==> config.mk <==
export PLATFORM = sky130hd
export DESIGN_NAME = qte_cordic_cell
export DESIGN_NICKNAME = d
export VERILOG_FILES = /design/src/design/qte_pkg.sv /design/src/design/qte_cordic_cell.sv
export SDC_FILE = /design/constraint.sdc
export NUM_CORES = 1
export LEC_CHECK = 0
export ABC_AREA = 1
export BUFFER_PORTS_ARGS = -buffer_cell sky130_fd_sc_hd__buf_4
export CORE_ASPECT_RATIO = 1.2
export CORE_UTILIZATION = 45
export CTS_CLUSTER_DIAMETER = 120
export DETAILED_ROUTE_END_ITERATION = 12
export SLEW_MARGIN = 20
export SYNTH_ARGS = -nofsm -noshare
export SYNTH_HDL_FRONTEND = slang
export SYNTH_SLANG_ARGS = --single-unit
export TNS_END_PERCENT = 50
==> constraint.sdc <==
create_clock -name clock -period 10.45 [get_ports clock]
set_input_delay 0.5225 -clock clock [delete_from_list [all_inputs] [get_ports clock]]
set_output_delay 0.5225 -clock clock [all_outputs]
set_load 0.01 [all_outputs]
==> src/design/qte_pkg.sv <==
package qte_pkg;

   localparam int CORDIC_STEPS = 16;
   localparam int TABLE_LEN    = 24;
   localparam int CORDIC_CELLS = (CORDIC_STEPS < TABLE_LEN) ? CORDIC_STEPS : TABLE_LEN;
   localparam int SQRT_CELLS   = 29;
   localparam int FRONT_STAGES = 4;
   localparam int VALID_STAGES = FRONT_STAGES + SQRT_CELLS + 1 + CORDIC_CELLS;

   localparam int SW = 35;   // sin/cos terms, Q.28
   localparam int VW = 37;   // cordic x/y
   localparam int ZW = 26;   // angle, degrees Q.16
   localparam int NW = 58;   // square root operands
   localparam int PW = 29;   // pitch sine, non-gimbal range

   localparam logic signed [ZW-1:0] DEG90  = ZW'(90 * 65536);
   localparam logic signed [ZW-1:0] DEG180 = ZW'(180 * 65536);
   localparam logic signed [15:0] PITCH_LIM = 16'sd11520;
   localparam logic signed [15:0] ANGLE_LIM = 16'sd23040;

   typedef struct packed {
      logic signed [VW-1:0] x;
      logic signed [VW-1:0] y;
      logic signed [ZW-1:0] z;
      logic                 done;
   } cordic_type;

   typedef struct packed {
      logic [NW-1:0] n;
      logic [NW-1:0] r;
   } sqrt_type;

   typedef struct packed {
      logic signed [SW-1:0] sin_y;
      logic signed [SW-1:0] cos_y;
      logic signed [SW-1:0] sin_r;
      logic signed [SW-1:0] cos_r;
      logic signed [PW-1:0] sin_p;
      logic                 gimbal;
      logic                 gsign;
   } side_type;

   function automatic logic signed [ZW-1:0] atan_deg(input logic [4:0] i);
      logic signed [ZW-1:0] a;
      unique case (i)
         5'd0:  a = ZW'(2949120);
         5'd1:  a = ZW'(1740967);
         5'd2:  a = ZW'(919879);
         5'd3:  a = ZW'(466945);
         5'd4:  a = ZW'(234379);
         5'd5:  a = ZW'(117304);
         5'd6:  a = ZW'(58666);
         5'd7:  a = ZW'(29335);
         5'd8:  a = ZW'(14668);
         5'd9:  a = ZW'(7334);
         5'd10: a = ZW'(3667);
         5'd11: a = ZW'(1833);
         5'd12: a = ZW'(917);
         5'd13: a = ZW'(458);
         5'd14: a = ZW'(229);
         5'd15: a = ZW'(115);
         5'd16: a = ZW'(57);
         5'd17: a = ZW'(29);
         5'd18: a = ZW'(14);
         5'd19: a = ZW'(7);
         5'd20: a = ZW'(4);
         5'd21: a = ZW'(2);
         5'd22: a = ZW'(1);
         default: a = '0;
      endcase
      return a;
   endfunction

   // axis cases resolve here; left half-plane turned by 180
   function automatic cordic_type cordic_prep(input logic signed [VW-1:0] y,
                                              input logic signed [VW-1:0] x);
      cordic_type c;
      c.x = x;
      c.y = y;
      c.z = '0;
      c.done = 1'b0;
      if (y == '0) begin
         c.done = 1'b1;
         c.z = (x < 0) ? DEG180 : '0;
      end else if (x == '0) begin
         c.done = 1'b1;
         c.z = (y > 0) ? DEG90 : -DEG90;
      end else if (x < 0) begin
         c.z = (y >= 0) ? DEG180 : -DEG180;
         c.x = -x;
         c.y = -y;
      end
      return c;
   endfunction

   function automatic logic signed [15:0] to_q97(input logic signed [ZW-1:0] z,
                                                 input logic signed [15:0] lim);
      logic signed [ZW:0]   t;
      logic signed [ZW-9:0] r;
      logic signed [ZW-9:0] l;
      t = (ZW+1)'(z) + (ZW+1)'(256);
      r = (ZW-8)'(t >>> 9);
      l = (ZW-8)'(lim);
      if (r > l) r = l;
      if (r < -l) r = -l;
      return 16'(r);
   endfunction

endpackage

==> src/design/qte_cordic_cell.sv <==
module qte_cordic_cell (
   input  logic                clock,
   input  logic                en,
   input  logic [4:0]          idx,
   input  qte_pkg::cordic_type c_in,
   output qte_pkg::cordic_type c_ff
);

   logic signed [qte_pkg::VW-1:0] xs;
   logic signed [qte_pkg::VW-1:0] ys;
   qte_pkg::cordic_type           c_in_nx;

   always_comb begin
      xs = c_in.x >>> idx;
      ys = c_in.y >>> idx;
      c_in_nx = c_in;
      if (!c_in.done) begin
         if (c_in.y >= 0) begin
            c_in_nx.x = c_in.x + ys;
            c_in_nx.y = c_in.y - xs;
            c_in_nx.z = c_in.z + qte_pkg::atan_deg(idx);
         end else begin
            c_in_nx.x = c_in.x - ys;
            c_in_nx.y = c_in.y + xs;
            c_in_nx.z = c_in.z - qte_pkg::atan_deg(idx);
         end
      end
   end

   always_ff @(posedge clock) begin
      if (en) c_ff <= c_in_nx;
   end

endmodule

==> run_results.csv <==
group,metric,value,unit
global_routing,grt_pass1_vias,18700,
place,gp_congestion,1.02,
die,die_y,214,µm
route,drtIter0Drc,1694,
layout,layout-drive-gt1-share,12.4,%
route,antenna_left,0,
yosys,synthTopCellsByArea,"nand2_1 (22%), edfxtp_1 (18%), nand3_1 (13%)",
global_routing,grt_antenna_before_repair,0,
yosys,ys_warn_count,0,
clocking,cts_tree,"yes",
timing,max-slew-margin-rel,35.5,%
die,ios,209,
clocking,post_cts_buffers,0,
yosys,ys_types,54,
yosys,syn_area_per_cell,5.83,µm²
clocking,cts_resized,0,
place,dpl.hpwl,56200,µm
layout,largest_register,"c_ff",
power,p_total,2350,µW
die,die_w,179,µm
timing,max_freq,147,MHz
die,fp.coreArea,36900,µm²
worst_setup_path,path_class,"in -> reg",
yosys,async_flop_share,0,%
layout,nNetsFinal,3226,
yosys,synth_edf_count,101,
timing,setup-tns-final,0,ps
power,p_switching,1140,µW
layout,multiInputGateArea,12200,µm²
layout,largest_reg_flops,101,
yosys,netlist_instances,2888,
timing,tightest_slew,966,ps
timing,hold_violations,0,
place,portBuffers,208,
outcome,run_status,"completed",
power,pwr-share-seq,23.3,%
hold_path,hp-class,"in -> reg",
die,start_util,45.7,%
global_routing,grt_max_degree,90,
clocking,cts.sinks,101,
worst_setup_path,max_stage_delay,730,ps
layout,area_growth,11.8,%
route,postRouteWirelength,69500,µm
timing,period_share,64.9,%
flow_run,drv_cap,0,
clocking,cts_buffer_depth,2,
power,p_int,1210,µW
global_routing,grt_overflow,0,
timing,min_period,6790,ps
timing,rsz0062_at_grt,"no",
power,irDropWorstVdd,0.0871,mV
yosys,yosys.area.top_type,"nand2_1",
timing,maxSlewViolCount,0,
worst_setup_path,cp_common_cell,"nand2_1",
yosys,synth_commonest_cells,"nand2_1 (995), nand3_1 (427), inv_1 (246), nor2_1 (228), a21oi_1 (147)",
layout,fin_util,51.1,%
yosys,ys.flop_type,"edfxtp_1",
route,wl_per_cell,19.9,µm
yosys,yosysSeqAreaShare,18.0,%
worst_setup_path,crit_path_start_kind,"primary input",
worst_setup_path,cpMaxStageDelayCell,"clkinv_2",
die,floorplan.rows,77,
yosys,synth_most_common_cell,"nand2_1",
yosys,synth.top_cell.area_share,22.2,%
route,via_count,20000,
layout,seq_area,3030,µm²
power,switching_share,48.6,%
worst_setup_path,required,10600,ps
yosys,yosys_register_bits,101,
power,p_per_area,125,nW/µm²
layout,n_antenna_cell,0,
global_routing,track_usage,36.1,%
global_routing,grt_pass1_wl,105000,µm
route,first_pass_iters,11,
power,p_leak,0.00937,µW
layout,fillers,3967,
worst_setup_path,worstPathMaxFanout,69,
worst_setup_path,cp_data_arrival_time,6940,ps
clocking,htreeDepth,3,
route,vias_per_cell,5.74,
power,pwr-share-clk,16.2,%
die,dieArea,38200,µm²
clocking,holdBufCountCts,0,
yosys,synth_area,16900,µm²
worst_setup_path,end_kind,"register",
clocking,cts-root-buf,"clkbuf_16",
yosys,syn_nets,3104,
power,combPwrFrac,60.4,%
layout,reg_top3,"c_ff: 101 flops",
clocking,path_clk_slew,80,ps
timing,setup_viol,0,
route,drc_errors,0,
clocking,cts_buffers,9,
## cells by family after synthesis
| kind of cell | synth area share, % |
|---|---|
| AO/OA/AOI/OAI | 13.6 |
| XOR/XNOR | 4.37 |
| adder cells (fa/ha/maj) | 8.15 |
| buffers and inverters | 9.39 |
| flip-flops | 18.0 |
| AND/OR/NAND/NOR | 46.5 |
## critical path, delay by kind of cell
| family | cells | cell delay (ps) |
|---|---|---|
| fa+ha+maj | 2 | 630 |
| buf+inv | 4 | 1080 |
| xor+xnor | 1 | 170 |
| compound gates | 7 | 1740 |
| simple gates | 15 | 2750 |
## through the flow
step / hold slack (ps) / std cells / cell area, µm² / setup slack, ps
6_report: 385 / 3489 / 18800 / 3660
2_1_floorplan: 621 / 2888 / 16900 / 6030
3_5_place_dp: 813 / 3473 / 18500 / 3490
3_3_place_gp: 806 / 3473 / 18500 / 3300
5_1_grt: 403 / 3489 / 18800 / 3180
4_1_cts: 376 / 3489 / 18800 / 3910
## layout make-up
cell class                 count  share of cell area [%]
clock buffer                   9                    1.20
clock inverter                 7                   0.438
inverter                     265                    5.29
multi-input combinational   2410                    64.9
sequential                   101                    16.1
tap                          474                    3.15
timing repair buffer         223                    8.89
## per-layer routing
metal	global-route usage (%)	wire, µm	up-vias
met1	43.8	27900	9144
met2	60.2	32900	877
li1	-	-	9811
met5	0	0	-
met3	4.42	4490	183
met4	21.8	4270	0
## path summary, 6_finish.rpt
kind | start | to | slack (ps) | cells past startpoint
setup / recovery | idx[0] | c_ff[52] | 3660 | 29
hold / removal | c_in[27] | c_ff[27] | 390 | 3
## cells in the final DEF, fill, tap and decap left out, types with 8 or more instances in the layout
master	n
ha_1	105
nor2_1	228
nor2_2	23
inv_2	16
o221ai_1	9
o21ai_0	129
buf_4	223
or2_2	54
xnor2_1	30
edfxtp_1	101
xor2_1	54
nand2_2	15
a31oi_1	16
nor4_1	9
a21oi_1	147
nand4_1	25
o21ai_1	20
clkbuf_16	9
o21a_1	11
nand3_1	427
o211ai_1	18
nor3_1	14
inv_1	245
nand2_1	995
nand3b_1	8
a21o_1	9
## power by group through the flow
stage                     registers, µW  clock network (µW)  logic, µW
after global routing                554                 397       1560
after detailed placement            557                   0       1380
final                               548                 381       1420
after floorplan                     585                   0        897
after global placement              555                   0       1380
after CTS                           549                 386       1390
Note: power is estimated with default switching activity, not from simulation.
