<file path="src/design/qte_pkg.sv">
package qte_pkg;

   localparam int CORDIC_STEPS = 16;
   localparam int TABLE_LEN    = 24;
   localparam int CORDIC_CELLS = (CORDIC_STEPS < TABLE_LEN) ? CORDIC_STEPS : TABLE_LEN;
   localparam int SQRT_CELLS   = 29;
   localparam int FRONT_STAGES = 4;
   localparam int VALID_STAGES = FRONT_STAGES + SQRT_CELLS + 1 + CORDIC_CELLS;

   localparam int SW = 35;   // sin/cos terms, Q.28
   localparam int VW = 37;   // cordic x/y
   localparam int ZW = 26;   // angle, degrees Q.16
   localparam int NW = 58;   // square root operands
   localparam int PW = 29;   // pitch sine, non-gimbal range

   localparam logic signed [ZW-1:0] DEG90  = ZW'(90 * 65536);
   localparam logic signed [ZW-1:0] DEG180 = ZW'(180 * 65536);
   localparam logic signed [15:0] PITCH_LIM = 16'sd11520;
   localparam logic signed [15:0] ANGLE_LIM = 16'sd23040;

   typedef struct packed {
      logic signed [VW-1:0] x;
      logic signed [VW-1:0] y;
      logic signed [ZW-1:0] z;
      logic                 done;
   } cordic_type;

   typedef struct packed {
      logic [NW-1:0] n;
      logic [NW-1:0] r;
   } sqrt_type;

   typedef struct packed {
      logic signed [SW-1:0] sin_y;
      logic signed [SW-1:0] cos_y;
      logic signed [SW-1:0] sin_r;
      logic signed [SW-1:0] cos_r;
      logic signed [PW-1:0] sin_p;
      logic                 gimbal;
      logic                 gsign;
   } side_type;

   function automatic logic signed [ZW-1:0] atan_deg(input logic [4:0] i);
      logic signed [ZW-1:0] a;
      unique case (i)
         5'd0:  a = ZW'(2949120);
         5'd1:  a = ZW'(1740967);
         5'd2:  a = ZW'(919879);
         5'd3:  a = ZW'(466945);
         5'd4:  a = ZW'(234379);
         5'd5:  a = ZW'(117304);
         5'd6:  a = ZW'(58666);
         5'd7:  a = ZW'(29335);
         5'd8:  a = ZW'(14668);
         5'd9:  a = ZW'(7334);
         5'd10: a = ZW'(3667);
         5'd11: a = ZW'(1833);
         5'd12: a = ZW'(917);
         5'd13: a = ZW'(458);
         5'd14: a = ZW'(229);
         5'd15: a = ZW'(115);
         5'd16: a = ZW'(57);
         5'd17: a = ZW'(29);
         5'd18: a = ZW'(14);
         5'd19: a = ZW'(7);
         5'd20: a = ZW'(4);
         5'd21: a = ZW'(2);
         5'd22: a = ZW'(1);
         default: a = '0;
      endcase
      return a;
   endfunction

   // axis cases resolve here; left half-plane turned by 180
   function automatic cordic_type cordic_prep(input logic signed [VW-1:0] y,
                                              input logic signed [VW-1:0] x);
      cordic_type c;
      c.x = x;
      c.y = y;
      c.z = '0;
      c.done = 1'b0;
      if (y == '0) begin
         c.done = 1'b1;
         c.z = (x < 0) ? DEG180 : '0;
      end else if (x == '0) begin
         c.done = 1'b1;
         c.z = (y > 0) ? DEG90 : -DEG90;
      end else if (x < 0) begin
         c.z = (y >= 0) ? DEG180 : -DEG180;
         c.x = -x;
         c.y = -y;
      end
      return c;
   endfunction

   function automatic logic signed [15:0] to_q97(input logic signed [ZW-1:0] z,
                                                 input logic signed [15:0] lim);
      logic signed [ZW:0]   t;
      logic signed [ZW-9:0] r;
      logic signed [ZW-9:0] l;
      t = (ZW+1)'(z) + (ZW+1)'(256);
      r = (ZW-8)'(t >>> 9);
      l = (ZW-8)'(lim);
      if (r > l) r = l;
      if (r < -l) r = -l;
      return 16'(r);
   endfunction

endpackage

</file>
<file path="src/design/qte_sqrt_cell.sv">
module qte_sqrt_cell (
   input  logic               clock,
   input  logic               en,
   input  logic [4:0]         idx,
   input  qte_pkg::sqrt_type  s_in,
   input  qte_pkg::side_type  side_in,
   output qte_pkg::sqrt_type  s_ff,
   output qte_pkg::side_type  side_ff
);

   logic [qte_pkg::NW-1:0] bit_w;
   logic [qte_pkg::NW-1:0] t;
   qte_pkg::sqrt_type      s_in_nx;

   always_comb begin
      bit_w = qte_pkg::NW'(1) << (6'd56 - {idx, 1'b0});
      t = s_in.r + bit_w;
      if (s_in.n >= t) begin
         s_in_nx.n = s_in.n - t;
         s_in_nx.r = (s_in.r >> 1) + bit_w;
      end else begin
         s_in_nx.n = s_in.n;
         s_in_nx.r = s_in.r >> 1;
      end
   end

   always_ff @(posedge clock) begin
      if (en) begin
         s_ff    <= s_in_nx;
         side_ff <= side_in;
      end
   end

endmodule

</file>
<file path="config.mk">
export PLATFORM = sky130hd
export DESIGN_NAME = qte_sqrt_cell
export DESIGN_NICKNAME = d
export VERILOG_FILES = /design/src/design/qte_pkg.sv /design/src/design/qte_sqrt_cell.sv
export SDC_FILE = /design/constraint.sdc
export NUM_CORES = 1
export LEC_CHECK = 0
export BUFFER_PORTS_ARGS = -buffer_cell sky130_fd_sc_hd__buf_2
export CAP_MARGIN = 20
export CORE_AREA = 4 4 224 226
export CTS_BUF_LIST = sky130_fd_sc_hd__clkbuf_8
export CTS_CLUSTER_SIZE = 40
export DETAILED_ROUTE_END_ITERATION = 16
export DIE_AREA = 0 0 228 230
export PLACE_DENSITY = 0.7
export SLEW_MARGIN = 10
export SYNTH_ARGS = -nofsm -noshare
export SYNTH_HDL_FRONTEND = slang
export SYNTH_SLANG_ARGS = --single-unit
export TNS_END_PERCENT = 20
</file>
<file path="constraint.sdc">
create_clock -name clock -period 6.8 [get_ports clock]
set_input_delay 0.34 -clock clock [delete_from_list [all_inputs] [get_ports clock]]
set_output_delay 0.34 -clock clock [all_outputs]
set_load 0.05 [all_outputs]
</file>
==> results.json, run 1 <==
{
  "cp-start-kind": "primary input",
  "rsz0062_at_grt": "no",
  "drt_wl_total_um": 75300,
  "drc": 0,
  "power_leakage_uw": 0.0100,
  "dr_total_vias": 17000,
  "floorplan.initialDensity_pct": 36.7,
  "final_nets": 2871,
  "ant_nets": 0,
  "worst-path-buf-inv": 2,
  "postSynthAreaPerCell_um2": 10.3,
  "drv_slew": 0,
  "hold_ws_ps": 57.4,
  "swShare_pct": 37.8,
  "drive_gt1_share_pct": 28.7,
  "relSlewSlack_pct": 40.0,
  "synth-seq-cells": 287,
  "ys.flop_type": "edfxtp_1",
  "irDropWorstVdd_v": 0.000164,
  "finalCritPeriodShare_pct": 91.4,
  "clock-sinks": 287,
  "ys_seq_area_share_pct": 48.5,
  "combPwrFrac_pct": 32.5,
  "end_kind": "flip-flop",
  "cts_root_buf": "clkbuf_8",
  "multi_input_area_mm2": 0.00871,
  "cap_violations": 0,
  "syn_to_final_growth_pct": 35.8,
  "hp-class": "primary input to flip-flop",
  "wl_per_cell_um": 23.8,
  "seq_area_mm2": 0.00862,
  "port_buffers": 580,
  "cp.required_ps": 7160,
  "die_h_um": 230,
  "synth-edff-count": 287,
  "crit_type": "primary input to flip-flop",
  "clkSlewWorstSetupHoldPaths_ps": 60,
  "finalHoldViolCount": 0,
  "postCtsSetupBuffers": 0,
  "critPathMaxStageDelay_ps": 480,
  "grt_usage_pct": 27.1,
  "crit_family": "compound AO/OA/AOI/OAI gates",
  "tightest_slew_ps": 901,
  "slowest_stage": "a21oi_1",
  "crit_top_cell": "a21o_1",
  "fillers": 4523,
  "pwr-share-clk_pct": 27.3,
  "drt_iter0_markers": 1277,
  "power_switching_uw": 2100,
  "synth_fp_nets": 2116,
  "synth_cells": 1723,
  "die_x_um": 228,
  "cts_tree": "built",
  "numCtsBuffers": 50,
  "hpwl_um": 60300,
  "async_reset_ff_share_pct": 0,
  "setup_violations": 0,
  "first_global_vias": 16800,
  "gp_congestion": 0.970,
  "dieArea_mm2": 0.0524,
  "pin_count": 581,
  "overflow": 0,
  "htreeDepth": 2,
  "ys_types": 102,
  "grt_max_degree": 140,
  "synth_area_mm2": 0.0178,
  "cp_max_fo": 17,
  "row_count": 81,
  "min_period_ps": 6210,
  "power_uw": 5560,
  "status": "completed",
  "grt_pass1_wl_um": 107000,
  "routed_via_density": 5.38,
  "tns_ps": 0,
  "core_area_mm2": 0.0483,
  "p_int_uw": 3460,
  "arrival_ps": 6570,
  "p_seq_share_pct": 40.2,
  "clock_path_buffers": 3,
  "yosysWarnings": 0,
  "powerDensity_mw_per_mm2": 230,
  "antenna_found_initial": 36,
  "fmax_ghz": 0.161,
  "firstDrtPassIters": 5
}
==> state kept, by name, summed over array words and instances (netlist names) <==
| name | cells |
|---|---|
| s_ff | 116 |
| side_ff | 171 |
==> cells by family (layout without fill, tap and decap cells) <==
group / Yosys count / in the layout / synth area share [%]
and+or+nand+nor: 540 / 540 / 14.7
AOI/OAI and AO/OA: 497 / 497 / 17.9
DFF: 287 / 287 / 48.5
xor gates and xnor gates: 177 / 177 / 8.73
buffers and inverters: 114 / 908 / 2.63
adders and majority gates: 105 / 105 / 7.35
muxes: 3 / 3 / 0.183
other: 0 / 22 / 0
==> power by group through the flow <==
stage	clock network (uW)	logic, uW	registers [uW]
after floorplan	0	551	2850
after global placement	0	1690	2270
after detailed placement	0	1710	2270
after CTS	1550	1800	2230
after global routing	1630	1910	2250
final	1520	1800	2240
==> cell type report <==
class / count / area share, %
multi-input combinational: 1322 / 36.1
sequential: 287 / 35.7
timing repair buffer: 775 / 20.2
tap: 622 / 3.23
clock buffer: 51 / 2.91
clock inverter: 40 / 0.944
inverter: 42 / 0.654
antenna: 22 / 0.228
==> layout by cell type, fill, tap and decap left out, types with 13 or more instances in the layout <==
cell type,instances
a21o_1,36
a21oi_1,155
a31oi_1,47
and3_1,13
buf_2,579
buf_4,18
clkbuf_8,51
diode_2,22
dlygate4sd3_1,172
edfxtp_1,287
ha_1,98
inv_1,59
nand2_1,174
nand2b_1,15
nand3_1,22
nand4_1,24
nor2_1,174
nor2b_1,23
nor3_1,22
o21ai_0,98
o21ai_1,13
o21bai_1,24
xnor2_1,112
xor2_1,65
==> synthesized netlist by cell type, drive strengths merged, types with 5 or more instances <==
library cell | number | area, um2
maj3 | 6 | 60.1
nor3b | 6 | 55.1
a21o | 36 | 270
a31oi | 50 | 332
ha | 98 | 1230
o21bai | 25 | 191
o21a | 12 | 90.1
xor2 | 65 | 569
or2 | 7 | 46.3
o21ai | 113 | 573
a211oi | 12 | 100
inv | 41 | 154
nor4 | 7 | 50.1
o221ai | 7 | 61.3
or3 | 10 | 62.6
nand4 | 25 | 163
nor3 | 25 | 146
buf | 25 | 134
nand2 | 175 | 659
o31ai | 13 | 111
a21oi | 158 | 798
o211ai | 5 | 37.5
and3 | 13 | 81.3
nor2 | 181 | 726
xnor2 | 112 | 981
or3b | 6 | 55.1
a21boi | 10 | 75.1
a221oi | 5 | 43.8
clkbuf | 47 | 176
nand3 | 22 | 110
a31o | 8 | 70.1
nand2b | 15 | 93.8
and2 | 9 | 56.3
edfxtp | 287 | 8620
nor2b | 23 | 144
==> per-stage QoR <==
step | setup WS [ps] | util [%] | cells | cell area, um2
floorplan | 1030 | - | 1723 | 17800
global placement | 28.9 | 44.3 | 2876 | 21400
finish | 585 | 49.9 | 3161 | 24100
CTS | 333 | 49.7 | 3139 | 24000
global route | 83.6 | 49.9 | 3153 | 24100
detailed placement | -327 | 44.3 | 2876 | 21400
==> timing repair <==
action,in CTS,in global routing
hold endpoints to repair,172,0
hold buffers,172,0
resized for setup,0,3
setup endpoints to repair,0,103
==> worst paths after layout <==
path / cells past startpoint / end / from
max: 26 / s_ff[37] / idx[2]
min: 3 / s_ff[104] / s_in[104]
==> tightest hold or removal path: stages <==
cell and delay (ps):
buf_2 110, nand2_1 40, o21ai_0 60
==> routing by layer <==
layer  vias to the layer above  global-route usage (%)  wire [um]
met5                         -                       0        149
met4                        24                    10.4       3090
met3                       176                    8.59       6240
met2                       704                    47.0      36700
met1                      8150                    31.4      29100
li1                       7952                       -          -
No activity file was read; power rests on OpenSTA's default activity.
==> inputs of run 2 (changes only) <==
--- a/config.mk
+++ b/config.mk
@@ -6,7 +6,6 @@
 export NUM_CORES = 1
 export LEC_CHECK = 0
 export BUFFER_PORTS_ARGS = -buffer_cell sky130_fd_sc_hd__buf_2
-export CAP_MARGIN = 20
 export CORE_AREA = 4 4 224 226
 export CTS_BUF_LIST = sky130_fd_sc_hd__clkbuf_8
 export CTS_CLUSTER_SIZE = 40
==> constraint.sdc (replaced) <==
create_clock -name clock -period 6.41 [get_ports clock]
set_input_delay 0.3205 -clock clock [delete_from_list [all_inputs] [get_ports clock]]
set_output_delay 0.3205 -clock clock [all_outputs]
set_load 0.05 [all_outputs]
==> results.json, run 2 (same netlist as run 1, synthesis figures left out) <==
{
  "holdPathStages": 3,
  "rsz0062_at_grt": "no",
  "gp_congestion": 0.945,
  "numCtsBuffers": 51,
  "drt_wl_total_um": 75800,
  "cts_root_buf": "clkbuf_8",
  "tightest_slew_ps": 942,
  "grt_pass1_wl_um": 109000,
  "grt_max_degree": 144,
  "dr_total_vias": 17000,
  "regMostFlops": "side_ff",
  "pin_count": 581,
  "power_switching_uw": 2250,
  "clock-sinks": 287,
  "hpwl_um": 60700,
  "ant_nets": 0,
  "irDropWorstVdd_v": 0.000141,
  "hp-class": "primary input to flip-flop",
  "layout_commonest_cell": "buf_2",
  "syn_to_final_growth_pct": 36.8,
  "cts_tree": "built",
  "startpoint": "idx[4]",
  "final_cell_mix": "buf_2 (579), edfxtp_1 (287), dlygate4sd3_1 (186), nor2_1 (174), nand2_1 (174)",
  "stdcell_area_mm2": 0.0243,
  "cts-resized-gates": 0,
  "cp-start-kind": "primary input",
  "drc": 0,
  "slowest_stage": "buf_4",
  "core_area_mm2": 0.0483,
  "largestRegisters": "side_ff x171, s_ff x116",
  "arrival_ps": 6290,
  "dieArea_mm2": 0.0524,
  "crit_type": "primary input to flip-flop",
  "crit_top_cell": "a21o_1",
  "first_global_vias": 17100,
  "p_seq_share_pct": 40.6,
  "antenna_found_initial": 25,
  "final_nets": 2902,
  "pwr-share-clk_pct": 26.5,
  "end_kind": "flip-flop",
  "fmax_ghz": 0.168,
  "floorplan.initialDensity_pct": 36.7,
  "clock_path_buffers": 3,
  "drv_slew": 0,
  "placed_cell_area_mm2": 0.0215,
  "critPathMaxStageDelay_ps": 450,
  "port_buffers": 580,
  "power_leakage_uw": 0.0101,
  "p_int_uw": 3600,
  "overflow": 0,
  "relSlewSlack_pct": 37.2,
  "min_period_ps": 5960,
  "drive_gt1_share_pct": 28.8,
  "postCtsSetupBuffers": 0,
  "htreeDepth": 2,
  "wl_per_cell_um": 23.8,
  "combPwrFrac_pct": 32.9,
  "firstDrtPassIters": 5,
  "setup_violations": 0,
  "finalHoldViolCount": 0,
  "finalCritPeriodShare_pct": 93.0,
  "cp_max_fo": 37,
  "die_x_um": 228,
  "powerDensity_mw_per_mm2": 241,
  "fin_util_pct": 50.3,
  "hp-start": "s_in[65]",
  "grt_usage_pct": 27.5,
  "swShare_pct": 38.5,
  "die_h_um": 230,
  "cp.required_ps": 6740,
  "routed_via_density": 5.36,
  "clkSlewWorstSetupHoldPaths_ps": 60,
  "largest_register_ffs": 171,
  "status": "completed",
  "row_count": 81,
  "cap_violations": 0,
  "drt_iter0_markers": 1142
}
## run 2: cell count changes in the layout (fill, tap and decap cells not counted), sizes merged
| cell | delta |
|---|---|
| clkinv | -4 |
| bufinv | -2 |
| inv | +4 |
| clkinvlp | -1 |
| dlygate4sd3 | +14 |
| buf | +16 |
| diode | -8 |
## run 2: through the flow
step	hold WS [ps]	std cells	total power (uW)	TNS, ps	setup WS [ps]
after global routing	25.9	3176	6110	0	68.7
after floorplan	419	1723	3600	0	662
after CTS	3.62	3166	5890	0	543
after global placement	497	2892	4220	-19.1	-19.1
after detailed placement	499	2892	4230	-1010	-137
final	38.1	3180	5860	0	450
## run 2: worst paths after layout
| kind | endpoint |
|---|---|
| max | s_ff[8] |
| min | s_ff[65] |
## run 2: power by group through the flow
| stage | clock network [uW] | registers, uW | logic (uW) |
|---|---|---|---|
| floorplan | 0 | 3020 | 584 |
| global placement | 0 | 2420 | 1800 |
| detailed placement | 0 | 2410 | 1810 |
| CTS | 1590 | 2380 | 1920 |
| global route | 1690 | 2390 | 2040 |
| finish | 1550 | 2380 | 1930 |
## run 2: what timing repair did
action | 4_1_cts | 5_1_grt
endpoints found under the setup margin | 0 | 0
hold buffers | 186 | 0
hold endpoints to repair | 186 | 0
## run 2: area by class of cell
class / instances / area, um2
diodes: 14 / 35.0
multi-input cells: 1322 / 8690
clock inverters: 37 / 181
clock buffers: 51 / 702
well taps: 622 / 778
inverters: 42 / 158
fillers: 4475 / 24000
flip-flops and latches: 287 / 8620
repair buffers: 805 / 5130
## run 2: metal layers
metal,routed length (um),GRT usage (%)
met1,30700,33.4
met2,37800,48.7
met3,4870,6.55
met4,2310,8.08
met5,107,0
## run 2: critical path: cells and delay by family
| family | cells | cell delay (ps) |
|---|---|---|
| AOI/OAI and AO/OA | 14 | 3080 |
| buffers and inverters | 4 | 1030 |
| and+or+nand+nor | 5 | 920 |
| adders and majority gates | 2 | 660 |
| xor gates and xnor gates | 1 | 280 |
==> inputs of run 3 (changes only) <==
--- a/config.mk
+++ b/config.mk
@@ -6,12 +6,14 @@
 export NUM_CORES = 1
 export LEC_CHECK = 0
 export BUFFER_PORTS_ARGS = -buffer_cell sky130_fd_sc_hd__buf_2
-export CORE_AREA = 4 4 224 226
+export CELL_PAD_IN_SITES_DETAIL_PLACEMENT = 2
+export CELL_PAD_IN_SITES_GLOBAL_PLACEMENT = 2
+export CORE_MARGIN = 4
+export CORE_UTILIZATION = 32
 export CTS_BUF_LIST = sky130_fd_sc_hd__clkbuf_8
 export CTS_CLUSTER_SIZE = 40
 export DETAILED_ROUTE_END_ITERATION = 16
-export DIE_AREA = 0 0 228 230
-export PLACE_DENSITY = 0.7
+export PLACE_DENSITY_LB_ADDON = 0.3
 export SLEW_MARGIN = 10
 export SYNTH_ARGS = -nofsm -noshare
 export SYNTH_HDL_FRONTEND = slang
==> results.json, run 3 (same netlist as run 1, synthesis figures left out) <==
{
  "holdPathStages": 3,
  "cap_violations": 0,
  "status": "completed",
  "layout_commonest_cell": "buf_2",
  "tns_ps": 0,
  "fin_util_pct": 44.8,
  "finalCritPeriodShare_pct": 92.6,
  "largestRegisters": "side_ff x171, s_ff x116",
  "irDropWorstVdd_v": 0.000183,
  "pin_count": 581,
  "gp_congestion": 0.888,
  "grt_max_degree": 133,
  "powerDensity_mw_per_mm2": 255,
  "numCtsBuffers": 53,
  "hold_end": "s_ff[113]",
  "placed_cells": 3016,
  "cts_tree": "built",
  "finalHoldViolCount": 0,
  "overflow": 0,
  "startpoint": "s_in[6]",
  "drv_slew": 0,
  "final_cells": 3316,
  "clkSlewWorstSetupHoldPaths_ps": 60,
  "p_seq_share_pct": 37.8,
  "firstDrtPassIters": 5,
  "drc": 0,
  "die_h_um": 244,
  "swShare_pct": 39.0,
  "end_kind": "flip-flop",
  "setup_violations": 0,
  "dieArea_mm2": 0.0593,
  "min_period_ps": 5940,
  "drt_iter0_markers": 1055,
  "power_switching_uw": 2450,
  "largest_register_ffs": 171,
  "hpwl_um": 68200,
  "power_leakage_uw": 0.0102,
  "relSlewSlack_pct": 37.9,
  "drt_wl_total_um": 90800,
  "floorplan.initialDensity_pct": 32.3,
  "regMostFlops": "side_ff",
  "hp-start": "s_in[113]",
  "final_cell_mix": "buf_2 (579), edfxtp_1 (287), dlygate4sd3_1 (186), nor2_1 (174), nand2_1 (174)",
  "power_uw": 6290,
  "row_count": 86,
  "combPwrFrac_pct": 32.3,
  "arrival_ps": 6310,
  "tightest_slew_ps": 932,
  "htreeDepth": 2,
  "syn_to_final_growth_pct": 38.7,
  "core_area_mm2": 0.0550,
  "port_buffers": 580,
  "cp_max_fo": 6,
  "dr_total_vias": 17600,
  "final_nets": 2902,
  "grt_usage_pct": 29.1,
  "drive_gt1_share_pct": 29.1,
  "rsz0062_at_grt": "no",
  "cp.required_ps": 6780,
  "p_int_uw": 3830,
  "clock-sinks": 287,
  "routed_via_density": 5.32,
  "cp-start-kind": "primary input",
  "crit_type": "primary input to flip-flop",
  "clock_path_buffers": 3,
  "fillers": 5983,
  "fmax_ghz": 0.168,
  "antenna_found_initial": 23,
  "first_global_vias": 19300,
  "die_x_um": 244,
  "grt_pass1_wl_um": 131000,
  "ant_nets": 0,
  "wl_per_cell_um": 27.4,
  "pwr-share-clk_pct": 29.8,
  "hp-class": "primary input to flip-flop",
  "cts_root_buf": "clkbuf_8"
}
## run 3: final cells by class
class | count | area [um2] | share of cell area [%]
Antenna cell | 20 | 50.0 | 0.203
Clock buffer | 53 | 729 | 2.96
Clock inverter | 41 | 314 | 1.27
Inverter | 42 | 158 | 0.640
Multi-Input combinational cell | 1322 | 8740 | 35.4
Sequential cell | 287 | 8620 | 35.0
Tap cell | 748 | 936 | 3.80
Timing Repair Buffer | 803 | 5100 | 20.7
## run 3: critical path, cell delays in order
cell and delay [ps]:
dlygate4sd3_1 520, buf_2 170, ha_1 360, nand4_1 240, nor4_4 390, or2_2 210, a31oi_2 140, o21bai_1 230
nand2_1 130, maj3_1 400, nor2_1 130, xnor2_1 110, ha_1 420, nand2_1 160, o21a_1 230, o21ai_0 220
a21o_1 160, a221o_1 140, a31oi_1 50, buf_4 180, o21a_1 200, o21ai_0 590, a41oi_1 230, xor2_1 250
a21oi_1 110
## run 3: power by group through the flow
stage / Combinational, uW / Clock [uW] / Sequential, uW
CTS: 2000 / 1850 / 2360
detailed placement: 1890 / 0 / 2400
global route: 2140 / 2010 / 2390
global placement: 1850 / 0 / 2380
finish: 2030 / 1870 / 2380
floorplan: 584 / 0 / 3020
## run 3: through the flow
stage	cell area, um2	setup slack (ps)	hold WS [ps]
floorplan	17800	662	419
finish	24600	474	51.1
detailed placement	21600	-162	499
global route	24600	72.1	39.5
global placement	21600	-13.6	498
CTS	24600	292	9.95
## run 3: layer usage
metal,wire length [um],GRT usage [%]
met1,36300,34.3
met2,46100,51.8
met3,4800,5.76
met4,3510,11.8
met5,37,0
## run 3: repair_timing
| item | in CTS | in global routing |
|---|---|---|
| hold buffers | 186 | 0 |
| endpoints found under the hold margin | 186 | 0 |
| endpoints found under the setup margin | 0 | 100 |
| gates resized for setup | 0 | 7 |
| setup buffers | 0 | 0 |
## run 3: how the worst max path moves through the flow
stage / endpoint / slack [ps]
after CTS: s_ff[98] / 290
after global placement: s_ff[113] / -10
after floorplan: s_ff[19] / 660
after global routing: s_ff[114] / 70
after detailed placement: s_ff[98] / -160
final: s_ff[110] / 470
